### config.mk
export PLATFORM = sky130hd
export DESIGN_NAME = vin_isotp_receiver_unit_flat
export DESIGN_NICKNAME = d
export VERILOG_FILES = /design/src/vir_pkg.sv /design/src/vir_item_if.sv /design/src/vir_result_if.sv /design/src/vir_step.sv /design/src/vir_queue.sv /design/src/vin_isotp_receiver_unit.sv /design/src/flat_wrapper.sv
export SDC_FILE = /design/constraint.sdc
export NUM_CORES = 1
export LEC_CHECK = 0
export BUFFER_PORTS_ARGS = -buffer_cell sky130_fd_sc_hd__buf_2
export CAP_MARGIN = 20
export CORE_AREA = 2 2 220 222
export DETAILED_ROUTE_END_ITERATION = 8
export DIE_AREA = 0 0 222 224
export GPL_TIMING_DRIVEN = 0
export HOLD_SLACK_MARGIN = 0.12
export PLACE_DENSITY_LB_ADDON = 0.05
export SYNTH_ARGS = -nofsm -noshare
export SYNTH_HDL_FRONTEND = slang
export SYNTH_SLANG_ARGS = --single-unit
### constraint.sdc
create_clock -name clk -period 24.1 [get_ports clk]
set_clock_uncertainty 0.1 [all_clocks]
set_input_delay 3.615 -clock clk [delete_from_list [all_inputs] [get_ports clk]]
set_output_delay 3.615 -clock clk [all_outputs]
set_load 0.005 [all_outputs]
### src/vir_pkg.sv
package vir_pkg;

  localparam int MAX_RESULTS = 8;
  localparam int RES_IDX_W   = 3;
  localparam int RES_CNT_W   = 4;
  localparam int NUM_BYTES   = 8;
  localparam int COUNT_W     = 5;
  localparam int TIMER_W     = 16;
  localparam int ID_W        = 11;
  localparam int CFG_IDX_W   = 2;
  localparam int CFG_DATA_W  = 16;

  typedef enum logic [1:0] {
    PH_IDLE  = 2'd0,
    PH_FIRST = 2'd1,
    PH_NEXT  = 2'd2
  } phase_t;

  localparam logic [1:0] CMD_START = 2'd0;
  localparam logic [1:0] CMD_FRAME = 2'd1;
  localparam logic [1:0] CMD_TICK  = 2'd2;

  localparam logic [2:0] KIND_CHAR   = 3'd0;
  localparam logic [2:0] KIND_FC     = 3'd1;
  localparam logic [2:0] KIND_FULL   = 3'd2;
  localparam logic [2:0] KIND_SHORT  = 3'd3;
  localparam logic [2:0] KIND_FAILED = 3'd4;

  localparam logic [3:0] PCI_SINGLE = 4'd0;
  localparam logic [3:0] PCI_FIRST  = 4'd1;
  localparam logic [3:0] PCI_CONSEC = 4'd2;

  localparam logic [7:0] OBD_MODE_VIN = 8'h49;
  localparam logic [7:0] OBD_PID_VIN  = 8'h02;

  localparam logic [CFG_IDX_W-1:0] REG_RESPONDER  = 2'd0;
  localparam logic [CFG_IDX_W-1:0] REG_FIRST_WAIT = 2'd1;
  localparam logic [CFG_IDX_W-1:0] REG_NEXT_WAIT  = 2'd2;

  localparam logic [ID_W-1:0]    RESPONDER_RESET  = 11'd2024;
  localparam logic [TIMER_W-1:0] FIRST_WAIT_RESET = 16'd500;
  localparam logic [TIMER_W-1:0] NEXT_WAIT_RESET  = 16'd1000;

  typedef struct packed {
    logic [1:0]      command;
    logic [ID_W-1:0] frame_id;
    logic [7:0]      byte_0;
    logic [7:0]      byte_1;
    logic [7:0]      byte_2;
    logic [7:0]      byte_3;
    logic [7:0]      byte_4;
    logic [7:0]      byte_5;
    logic [7:0]      byte_6;
    logic [7:0]      byte_7;
  } item_t;

  typedef struct packed {
    logic [2:0]         kind;
    logic [7:0]         char_value;
    logic [COUNT_W-1:0] char_count;
    logic               last;
  } result_t;

  typedef struct packed {
    phase_t             phase;
    logic [3:0]         expected_sequence;
    logic [COUNT_W-1:0] emitted_count;
    logic [TIMER_W-1:0] wait_timer;
  } rx_state_t;

  typedef struct packed {
    logic [ID_W-1:0]    responder_id;
    logic [TIMER_W-1:0] first_wait_ticks;
    logic [TIMER_W-1:0] next_wait_ticks;
  } rx_cfg_t;

endpackage

### src/vir_item_if.sv
interface vir_item_if import vir_pkg::*; ();
  logic  valid;
  logic  ready;
  item_t data;

  modport source (output valid, output data, input ready);
  modport sink   (input valid, input data, output ready);
endinterface

### src/vir_result_if.sv
interface vir_result_if import vir_pkg::*; ();
  logic    valid;
  logic    ready;
  result_t data;

  modport source (output valid, output data, input ready);
  modport sink   (input valid, input data, output ready);
endinterface

### src/vir_step.sv
module vir_step import vir_pkg::*; #(
  parameter int ID_LENGTH = 17
) (
  input  item_t     item,
  input  rx_state_t cur,
  input  rx_cfg_t   cfg,
  output rx_state_t nxt,
  output result_t   res [MAX_RESULTS],
  output logic [RES_CNT_W-1:0] num
);

  logic [7:0]           b [NUM_BYTES];
  logic [NUM_BYTES-1:0] take_mask;
  logic                 send_fc;
  logic                 fin;
  logic                 check_full;
  logic [3:0]           pci;
  logic [3:0]           low;
  logic [TIMER_W-1:0]   limit;
  logic [COUNT_W-1:0]   cnt;
  logic [RES_CNT_W-1:0] n;
  logic [RES_CNT_W-1:0] n_last;
  logic [2:0]           fin_kind;

  localparam logic [COUNT_W-1:0] IdMax = COUNT_W'(ID_LENGTH);

  always_comb begin
    b[0] = item.byte_0;
    b[1] = item.byte_1;
    b[2] = item.byte_2;
    b[3] = item.byte_3;
    b[4] = item.byte_4;
    b[5] = item.byte_5;
    b[6] = item.byte_6;
    b[7] = item.byte_7;

    nxt        = cur;
    take_mask  = '0;
    send_fc    = 1'b0;
    fin        = 1'b0;
    check_full = 1'b0;
    pci        = b[0][7:4];
    low        = b[0][3:0];
    limit      = (cur.phase == PH_FIRST) ? cfg.first_wait_ticks : cfg.next_wait_ticks;

    case (item.command)
      CMD_START: begin
        nxt.phase             = PH_FIRST;
        nxt.wait_timer        = '0;
        nxt.emitted_count     = '0;
        nxt.expected_sequence = 4'd1;
      end
      CMD_TICK: begin
        if (cur.phase == PH_FIRST || cur.phase == PH_NEXT) begin
          if (cur.wait_timer >= limit) begin
            fin = 1'b1;
          end else begin
            nxt.wait_timer = cur.wait_timer + 1'b1;
          end
        end
      end
      CMD_FRAME: begin
        if (item.frame_id == cfg.responder_id) begin
          if (cur.phase == PH_FIRST) begin
            if (pci == PCI_SINGLE && b[1] == OBD_MODE_VIN) begin
              fin = 1'b1;
              if (b[2] == OBD_PID_VIN) begin
                // single frame carries characters in byte 4 up to byte <length>
                for (int i = 4; i < NUM_BYTES; i++) begin
                  take_mask[i] = (4'(i) <= low);
                end
              end
            end else if (pci == PCI_FIRST && b[2] == OBD_MODE_VIN) begin
              if (b[3] != OBD_PID_VIN) begin
                fin = 1'b1;
              end else begin
                take_mask[7:5]        = '1;
                send_fc               = 1'b1;
                check_full            = 1'b1;
                nxt.expected_sequence = 4'd1;
                nxt.wait_timer        = '0;
                nxt.phase             = PH_NEXT;
              end
            end
          end else if (cur.phase == PH_NEXT) begin
            if (pci == PCI_CONSEC && low == cur.expected_sequence) begin
              take_mask[7:1]        = '1;
              check_full            = 1'b1;
              nxt.expected_sequence = cur.expected_sequence + 1'b1;
            end
          end
        end
      end
      default: ;
    endcase

    // pack the results of this item in order: characters, flow control, final status
    cnt    = nxt.emitted_count;
    n      = '0;
    n_last = '0;
    for (int i = 0; i < MAX_RESULTS; i++) begin
      res[i] = '0;
    end
    for (int i = 0; i < NUM_BYTES; i++) begin
      if (take_mask[i] && b[i] != 8'd0 && cnt < IdMax) begin
        cnt = cnt + 1'b1;
        res[n[RES_IDX_W-1:0]] = '{kind: KIND_CHAR, char_value: b[i], char_count: cnt,
                                  last: 1'b0};
        n = n + 1'b1;
      end
    end
    nxt.emitted_count = cnt;

    if (send_fc) begin
      res[n[RES_IDX_W-1:0]] = '{kind: KIND_FC, char_value: 8'd0, char_count: cnt,
                                last: 1'b0};
      n = n + 1'b1;
    end

    if (cnt >= IdMax) begin
      fin_kind = KIND_FULL;
    end else if (cnt != '0) begin
      fin_kind = KIND_SHORT;
    end else begin
      fin_kind = KIND_FAILED;
    end

    if (fin || (check_full && cnt >= IdMax)) begin
      nxt.phase = PH_IDLE;
      res[n[RES_IDX_W-1:0]] = '{kind: fin_kind, char_value: 8'd0, char_count: cnt,
                                last: 1'b0};
      n = n + 1'b1;
    end

    if (n != '0) begin
      n_last = n - 1'b1;
      res[n_last[RES_IDX_W-1:0]].last = 1'b1;
    end
    num = n;
  end

endmodule

### src/vir_queue.sv
module vir_queue import vir_pkg::*; (
  input  logic                 clk,
  input  logic                 rst,
  input  logic                 load,
  input  result_t              load_res [MAX_RESULTS],
  input  logic [RES_CNT_W-1:0] load_num,
  output logic                 load_ok,
  vir_result_if.source         results
);

  result_t              entry [MAX_RESULTS];
  logic [RES_CNT_W-1:0] num;
  logic [RES_CNT_W-1:0] rd;
  result_t              out_q;
  logic                 out_valid;
  logic                 pending;
  logic                 move;

  assign pending = (rd != num);
  assign move    = pending && (!out_valid || results.ready);
  // a new batch may load in the cycle the last pending word leaves
  assign load_ok = !pending || (move && (rd + 1'b1 == num));

  always_ff @(posedge clk) begin
    if (rst) begin
      num       <= '0;
      rd        <= '0;
      out_valid <= 1'b0;
    end else begin
      if (load) begin
        num <= load_num;
        rd  <= '0;
      end else if (move) begin
        rd <= rd + 1'b1;
      end
      if (move) begin
        out_valid <= 1'b1;
      end else if (results.ready) begin
        out_valid <= 1'b0;
      end
    end
  end

  always_ff @(posedge clk) begin
    if (move) begin
      out_q <= entry[rd[RES_IDX_W-1:0]];
    end
    if (load) begin
      entry <= load_res;
    end
  end

  assign results.valid = out_valid;
  assign results.data  = out_q;

  a_rd_in_range: assert property (@(posedge clk) disable iff (rst) rd <= num)
    else $error("read pointer past batch size");
  a_num_in_range: assert property (@(posedge clk) disable iff (rst)
    num <= RES_CNT_W'(MAX_RESULTS))
    else $error("batch size too large");
  a_move_shows: assert property (@(posedge clk) disable iff (rst) move |=> results.valid)
    else $error("moved word not presented");
  a_load_safe: assert property (@(posedge clk) disable iff (rst) load |-> load_ok)
    else $error("batch loaded over pending words");

endmodule

### src/vin_isotp_receiver_unit.sv
// Vehicle identification receiver over ISO-TP, mode 0x49 PID 0x02.
// frames: input words (start command, received CAN frame or millisecond tick).
// results: output words (character, flow-control request, done full/short, failed);
//   last marks the final word caused by one input word.
// cfg_we/cfg_index/cfg_data write responder id, first wait and next wait limits;
//   write only while the block is idle.
// An accepted word is held in an input register and decoded combinationally into
//   a batch of up to 8 results, which loads into the result queue when it has room.
// Throughput: one word per cycle for words with no result once the queue is empty;
//   otherwise one result word per cycle while results.ready is high, and the next
//   word's batch loads as the last result of the previous batch leaves.
// Reset: idle phase, counters cleared, registers back to id 2024, 500 and 1000 ticks.
// When the result side stalls, the output register and queue hold; after the queue
//   and input register fill, frames.ready drops until words drain.
module vin_isotp_receiver_unit import vir_pkg::*; #(
  parameter int ID_LENGTH = 17
) (
  input  logic                  clk,
  input  logic                  rst,
  vir_item_if.sink              frames,
  vir_result_if.source          results,
  input  logic                  cfg_we,
  input  logic [CFG_IDX_W-1:0]  cfg_index,
  input  logic [CFG_DATA_W-1:0] cfg_data
);

  item_t                item_q;
  logic                 item_valid;
  logic                 take;
  logic                 load_ok;
  rx_state_t            st;
  rx_state_t            st_next;
  rx_cfg_t              cfg;
  result_t              batch [MAX_RESULTS];
  logic [RES_CNT_W-1:0] batch_num;

  assign take         = item_valid && load_ok;
  assign frames.ready = !item_valid || take;

  always_ff @(posedge clk) begin
    if (rst) begin
      item_valid <= 1'b0;
    end else if (frames.valid && frames.ready) begin
      item_valid <= 1'b1;
    end else if (take) begin
      item_valid <= 1'b0;
    end
  end

  always_ff @(posedge clk) begin
    if (frames.valid && frames.ready) begin
      item_q <= frames.data;
    end
  end

  always_ff @(posedge clk) begin
    if (rst) begin
      st.phase             <= PH_IDLE;
      st.expected_sequence <= '0;
      st.emitted_count     <= '0;
      st.wait_timer        <= '0;
    end else if (take) begin
      st <= st_next;
    end
  end

  always_ff @(posedge clk) begin
    if (rst) begin
      cfg.responder_id     <= RESPONDER_RESET;
      cfg.first_wait_ticks <= FIRST_WAIT_RESET;
      cfg.next_wait_ticks  <= NEXT_WAIT_RESET;
    end else if (cfg_we) begin
      unique case (cfg_index)
        REG_RESPONDER:  cfg.responder_id     <= cfg_data[ID_W-1:0];
        REG_FIRST_WAIT: cfg.first_wait_ticks <= cfg_data[TIMER_W-1:0];
        REG_NEXT_WAIT:  cfg.next_wait_ticks  <= cfg_data[TIMER_W-1:0];
        default: ;
      endcase
    end
  end

  vir_step #(
    .ID_LENGTH(ID_LENGTH)
  ) u_step (
    .item (item_q),
    .cur  (st),
    .cfg  (cfg),
    .nxt  (st_next),
    .res  (batch),
    .num  (batch_num)
  );

  vir_queue u_queue (
    .clk      (clk),
    .rst      (rst),
    .load     (take),
    .load_res (batch),
    .load_num (batch_num),
    .load_ok  (load_ok),
    .results  (results)
  );

  a_count_bound: assert property (@(posedge clk) disable iff (rst)
    st.emitted_count <= COUNT_W'(ID_LENGTH))
    else $error("emitted count beyond identifier length");

endmodule
### src/flat_wrapper.sv
// flat-port wrapper written by rule: the top's interface ports become plain ports
module vin_isotp_receiver_unit_flat import vir_pkg::*;
#(
  parameter int ID_LENGTH = 17
)
  (clk, rst, cfg_we, cfg_index, cfg_data, frames_valid, frames_data, frames_ready, results_valid, results_data, results_ready);
  vir_item_if frames_i ();
  vir_result_if results_i ();
  input  logic clk;
  input  logic rst;
  input  logic cfg_we;
  input  logic [CFG_IDX_W-1:0] cfg_index;
  input  logic [CFG_DATA_W-1:0] cfg_data;
  input wire logic [$bits(frames_i.valid)-1:0] frames_valid;
  input wire logic [$bits(frames_i.data)-1:0] frames_data;
  output wire logic [$bits(frames_i.ready)-1:0] frames_ready;
  output wire logic [$bits(results_i.valid)-1:0] results_valid;
  output wire logic [$bits(results_i.data)-1:0] results_data;
  input wire logic [$bits(results_i.ready)-1:0] results_ready;
  assign frames_i.valid = frames_valid;
  assign frames_i.data = frames_data;
  assign frames_ready = frames_i.ready;
  assign results_valid = results_i.valid;
  assign results_data = results_i.data;
  assign results_i.ready = results_ready;
  vin_isotp_receiver_unit #(.ID_LENGTH(ID_LENGTH)) u_core (.clk(clk), .rst(rst), .frames(frames_i), .results(results_i), .cfg_we(cfg_we), .cfg_index(cfg_index), .cfg_data(cfg_data));
endmodule
==> results.md, run 1 <==
* Cell Pwr Density at just under 70 mW/mm2
* Power, Total at between 1.5 and 2 mW
* Cells on worst reg2reg path at 39
* Dominant cell type by area after synthesis: edfxtp_1
* Clock root cell: clkbuf_16
* Asr flop ratio synth at 0
* Sequential area share after synthesis at 0.403
* Slew Limit Fails at 0
* Setup bufs post-CTS at 0
* WL/cell at 22.7 um
* P_sw at 0.460 mW
* Leakage Power at a little under 9 nW
* # rows at 80
* Global route overflow at 0
* Drt initial violations at a little under 2000
* Layout area overhead at 13.0%
* Synth top area cells: edfxtp_1 33%, a21oi_1 8.2%, dfxtp_1 7.6%
* Crit-path leading delay family: compound AO/OA/AOI/OAI gates
* Max-slew headroom at 0.331
* Synth cell types at between 100 and 150
* Dpl hpwl at 56700 um
* Unrepaired setup endpoints after global routing: no
* Final hold vios at 0
* Hold-critical path depth at 2
* Core area at around 0.047 mm2
* Arr. time, crit path at between 10000 and 15000 ps
* Post-DP Area at 0.0226 mm2
* Post-synth top area share at 0.327
* Clk buf depth at 3
* Slowest-stage cell, CP: nor4b_1
* Vias/cell at about 5.9
* H-tree depth at 2
* Final setup TNS at 0 ps
* Fmax achieved at just under 0.08 GHz
* P_int at approximately 1.2 mW
* Maxcap violations at 0
* Peak VDD IR at 0.0658 mV
* Overall routed net length at approximately 72000 um
* Vias post-DR at 18800
* TritonRoute pass-1 iters at 8
* Design area at 0.0238 mm2
* ANT cells at 0
* Worst Path Buf+Inv at 8
* Mean Syn Cell Area at 8.91 um2
* Post-CTS Resized at 0
* Clock slew at reported path FFs at 60 ps
* Tightest Pin Transition at between 1000 and 1500 ps
* Non-Filler Instances at between 3000 and 4000
* CTS sink count at between 300 and 400
* Required time worst endpoint at 24340 ps
* Post-Synthesis Cells at around 2400
* Tot GR Track Use at 0.287
* Combinational power share at 0.208
* Mapped Nets at roughly 2500
* Hold Path Class: register to register
* Clock power share at 0.347
* Cts-stage hold buffer count at 0
* Post-Syn Area at between 0.02 and 0.025 mm2
* Final Cycle Share at 0.522
* Switching fraction of total power at 0.283
* Initial antenna violation count at 1
* Crit path largest cell delay at just under 700 ps
* Nets at 2675
* Area of the multi-input gates at 0.0118 mm2
* Critical Path Source Type: register
* R2R Path Start: u_core.item_q[60]
* Status: complete, no violations
* Sequential Power Share at 0.445
* Layout cells sized above 1 at 0.134
* Die width at around 220 um
* DRC at 0
* Routed Antenna Nets at 0
* Port Buf Inserts at approximately 120
* Clk_lat worst skew at 550 ps
* FF-to-FF End: u_core.u_queue.entry[52]
* Yosys warnings at 0
* Top_reg_cell synth: edfxtp_1
* Worst Hold Path EP: u_core.cfg[27]
* Inst Count DP at 3106
* Layout filler cell count at between 4000 and 5000
* Setup violations, final at 0
* CTS buffer count at 35
* Gpl congestion at 0.939
* Register bit total from synthesis at 310
* Setup Crit Path Kind: register to register
* Die ar. at 0.0497 mm2
* Chip height at roughly 220 um
* First-pass GRT wire length at 109000 um
* CTS tree: built
* # IOs at 119
* Crit. End Element: register
* Starting Density at 0.446
* Register Area at ~0.0085 mm2
* EDFF count, synth at between 200 and 250
* Vias in the first global route at around 18000
* HP Start: u_core.cfg[27]
* Final Critical Period at roughly 13000 ps
* Pin count of the biggest net entering global routing at about 70
* R2R setup slack at 11510 ps
* Worst-path fanout max at 14
## metal layers
metal	global-route usage	wire, um
met4	0.0732	1720
met3	0.0586	5310
met1	0.433	35100
met5	0	13
met2	0.416	29700
## cell usage in the layout, fill, tap and decap left out, types with 34 or more instances in the layout
master     netlist  final
xnor2_1         40     40
mux2i_1         68     68
mux4_2          34     34
nand3_1         82     82
dfxtp_1         80     80
nand2_1        226    226
buf_2           15    134
a21oi_1        345    344
xor2_1          38     38
ha_1            43     43
o21ai_0         55     55
a22oi_1         37     37
mux2_2          35     35
nor3_1          42     42
edfxtp_1       230    230
clkbuf_1       138    144
clkbuf_16        0     37
nor2_1         396    396
## synth_stat cells, drive strengths merged (12+ instances only)
cell type and count:
nor2 399, a21oi 349, edfxtp 230, nand2 228, clkbuf 138, nand3 83, dfxtp 80, o21ai 77
mux2i 69, xnor2 49, ha 43, nor3 43, xor2 40, inv 39, a22oi 37, mux2 36
mux4 34, buf 31, a211oi 24, nand4 22, nor4 22, and3 21, a21o 18, nand3b 18
nor2b 18, and2 16, or3 16, a31oi 14, nand2b 14, a211o 13, o22ai 12, o31ai 12
## kinds of logic (layout without fill, tap and decap cells)
family,count (synthesis),after routing,share of synthesized area
AO/OA/AOI/OAI,641,641,0.194
XOR/XNOR,89,89,0.0435
adder cells (fa/ha/maj),44,44,0.0265
buffers and inverters,209,399,0.0399
flip-flops,310,310,0.403
multiplexers,139,139,0.0886
AND/OR/NAND/NOR,936,936,0.204
## flip-flops by register name, summed over array words and instances, names as in the netlist
register and count:
u_core.u_queue.num 4, u_core.u_queue.results.data 17, u_core.u_queue.entry 136, u_core.u_queue.results.valid 1, u_core.st 27, u_core.cfg 43, u_core.item_q 77, u_core.item_valid 1
u_core.u_queue.rd 4
## power by group through the flow
stage / sequential [mW] / combinational [mW] / clock [mW]
after floorplan: 0.736 / 0.211 / 0
after global placement: 0.751 / 0.316 / 0
after detailed placement: 0.734 / 0.335 / 0
after CTS: 0.723 / 0.336 / 0.575
after global routing: 0.731 / 0.363 / 0.596
final: 0.723 / 0.337 / 0.563
## worst max path at each step
| stage | depth (start not counted) | start | to |
|---|---|---|---|
| 2_1_floorplan | 39 | u_core.item_q[75] | u_core.u_queue.entry[123] |
| 3_3_place_gp | 38 | u_core.item_q[60] | u_core.u_queue.entry[52] |
| 3_5_place_dp | 39 | u_core.item_q[60] | u_core.u_queue.entry[52] |
| 4_1_cts | 39 | u_core.item_q[60] | u_core.u_queue.entry[52] |
| 5_1_grt | 39 | u_core.item_q[60] | u_core.u_queue.entry[52] |
| 6_report | 39 | u_core.item_q[60] | u_core.u_queue.entry[52] |
## cell type report
type / instances / share of cell area
Sequential cell: 310 / 0.357
Multi-Input combinational cell: 1849 / 0.493
Buffer: 169 / 0.0291
Inverter: 40 / 0.00630
Tap cell: 615 / 0.0323
Timing Repair Buffer: 126 / 0.0306
Clock inverter: 20 / 0.0113
Clock buffer: 44 / 0.0400
## worst reg2reg max path: cells and delay by family, from the launching register on
family                     cells  cell delay [ps]
adders and majority gates      5             1850
DFF                            1              420
xor gates and xnor gates       2              400
buffers and inverters          8             2120
muxes                          3             1010
and+or+nand+nor                9             2830
AOI/OAI and AO/OA             12             3650
## through the flow
stage	utilization	setup WS (ps)	hold WS [ps]
detailed placement	0.477	11510	349
global route	0.503	10320	376
CTS	0.503	11480	357
floorplan	-	14460	333
global placement	0.474	11550	344
finish	0.503	11510	356
(Power assumes the default switching activity.)
==> run 2, diff against run 1 <==
- ABC_AREA: not set -> 1
- CORE_AREA: 2 2 220 222 -> 2 2 215 217
- DIE_AREA: 0 0 222 224 -> 0 0 217 219
- clock period: 24.1 -> 12.1 ns (I/O delays scaled with it)
==> run 2 against run 1 <==
  * Non-clock buffer count decreased by 56
  * Worst hold slack improved by 2.0 ps
  * Setup slack got worse by 9100 ps
  * Total power increased by 46%
  * Global-route usage increased by 1.1 points
  * Die area decreased by 4.4%
==> results.md, run 2 <==
* EDFF count, synth at between 200 and 250
* Setup bufs post-CTS at 0
* Synth cell types at 54
* Post-Synthesis Cells at approximately 2600
* Final setup TNS at 0 ps
* Clock slew at reported path FFs at approximately 60 ps
* Most frequent CP cell: nand2_1
* Die width at between 200 and 250 um
* Hold Path Class: register to register
* Tightest Pin Transition at 934 ps
* Peak VDD IR at ~0.11 mV
* P_int at approximately 1.8 mW
* Minimum hold slack at ~360 ps
* Final hold vios at 0
* Overall routed net length at roughly 71000 um
* Top_reg_cell synth: edfxtp_1
* Power, Total at around 2.4 mW
* Required time worst endpoint at approximately 12000 ps
* Unrepaired setup endpoints after global routing: no
* Slowest-stage cell, CP: xor2_1
* CTS sink count at 310
* Dominant cell type by area after synthesis: edfxtp_1
* Post-Syn Area at 0.0201 mm2
* Die ar. at approximately 0.048 mm2
* Top cells by count, synth: 552 x nand2_1, 378 x o21ai_0, 341 x nor2_1
* Tot GR Track Use at 0.298
* Yosys warnings at 0
* Leakage Power at 9.48 nW
* DRC at 0
* Count leader, synth: nand2_1
* Cts-stage hold buffer count at 0
* Maxcap violations at 0
* Commonest non-fill, non-tap cell in the layout: nand2_1
* Clk_lat worst skew at 560 ps
* P_sw at about 0.54 mW
* Placement Setup Slack at ~2600 ps
* Nets at slightly below 3000
* Inst Count DP at around 3300
* ANT cells at 0
* Non-Filler Instances at 3414
* Sequential area share after synthesis at 0.424
* Routed Antenna Nets at 0
* Mapped Nets at between 2000 and 3000
* Final worst setup slack at about 2500 ps
* Mean Syn Cell Area at roughly 7.6 um2
* Fmax achieved at ~0.10 GHz
* Sequential Power Share at 0.507
* First-pass GRT wire length at roughly 110000 um
* Crit. End Element: register
* Port Buf Inserts at ~120
* Cell Pwr Density at ~100 mW/mm2
* CTS tree: built
* Vias post-DR at 19200
* Register bit total from synthesis at between 300 and 400
* Worst-path fanout max at 11
* Pin count of the biggest net entering global routing at between 90 and 100
* Final Cycle Share at 0.797
* WL/cell at roughly 21 um
* Commonest non-fill, non-tap cells in the layout: 552 x nand2_1, 378 x o21ai_0, 340 x nor2_1
* Vias in the first global route at roughly 18000
* Clk buf depth at 3
* Post-synth top area share at 0.344
* Post-CTS Resized at 0
* Critical Path Source Type: register
* Clock power share at 0.445
* Post-layout util at 0.502
* TritonRoute pass-1 iters at 5
* Clock root cell: clkbuf_16
* Asr flop ratio synth at 0
* Setup Crit Path Kind: register to register
* Synth top area cells: edfxtp_1 34%, nand2_1 10%, o21ai_0 9.4%
* Design area at 0.0226 mm2
* Post-DP Area at between 0.02 and 0.025 mm2
* # rows at 78
* Final Critical Period at a little under 10000 ps
* Max-slew headroom at 0.373
* # IOs at 119
* Setup violations, final at 0
* Combinational power share at 0.047
* Dpl hpwl at 56600 um
* Global route overflow at 0
* Starting Density at 0.445
* Number of flip-flops under the largest register name at ~140
* Status: complete, no violations
* Initial antenna violation count at 1
* Slew Limit Fails at 0
* Largest Register: u_core.u_queue.entry
* CTS buffer count at 36
* Drt initial violations at between 1500 and 2000
* Switching fraction of total power at 0.227
* Top Registers: u_core.u_queue.entry (136), u_core.item_q (77), u_core.cfg (43)
* Layout cells sized above 1 at 0.112
* Arr. time, crit path at between 9000 and 10000 ps
* Crit path largest cell delay at 500 ps
* Layout area overhead at 12.8%
* Vias/cell at roughly 5.6
* Core area at about 0.045 mm2
* Gpl congestion at approximately 0.97
* Chip height at approximately 220 um
* H-tree depth at 2
[run 2: kinds of logic (layout without fill, tap and decap cells)]
| logic type | after synthesis | in the layout | synth area share |
|---|---|---|---|
| AND/OR/NAND/NOR | 1158 | 1158 | 0.247 |
| AO/OA/AOI/OAI | 699 | 699 | 0.202 |
| buffers and inverters | 363 | 550 | 0.0728 |
| flip-flops | 310 | 310 | 0.424 |
| adder cells (fa/ha/maj) | 44 | 44 | 0.0278 |
| XOR/XNOR | 32 | 32 | 0.0144 |
| multiplexers | 21 | 21 | 0.0108 |
[run 2: area by class of cell]
cell class                      count  area (um2)
Fill cell                        4532       22500
Multi-Input combinational cell   1954       10100
Sequential cell                   310        8510
Clock buffer                       47        1010
Inverter                          246         932
Tap cell                          600         751
Timing Repair Buffer              122         668
Buffer                            117         536
Clock inverter                     18         131
[run 2: per-layer routing]
metal / up-vias / part of all wire / track usage
met1: 8959 / 0.47 / 0.435
met4: 0 / 0.023 / 0.0717
met2: 711 / 0.44 / 0.466
met5: - / 0 / 0
li1: 9391 / - / -
met3: 89 / 0.063 / 0.0398
[run 2: power groups by stage]
stage	Sequential, mW	Combinational (mW)	Clock (mW)
5_1_grt	1.21	0.126	1.11
2_1_floorplan	1.22	0.0644	0
3_3_place_gp	1.23	0.107	0
4_1_cts	1.20	0.112	1.07
3_5_place_dp	1.22	0.111	0
6_report	1.20	0.112	1.05
[run 2: critical path: cells and delay by family (launching register included)]
family | cells | cell delay [ps]
simple gates | 23 | 3380
fa+ha+maj | 6 | 1630
buf+inv | 7 | 1340
xor+xnor | 3 | 1220
flops | 1 | 420
compound gates | 5 | 1250
[run 2: worst paths after layout]
kind / endpoint / depth (start not counted) / startpoint / slack, ps
hold reg to reg: u_core.cfg[6] / 2 / u_core.cfg[6] / 360
setup reg to reg: u_core.u_queue.entry[47] / 44 / u_core.item_q[75] / 2460
hold / removal: u_core.cfg[6] / 2 / u_core.cfg[6] / 360
setup / recovery: u_core.u_queue.entry[47] / 44 / u_core.item_q[75] / 2460
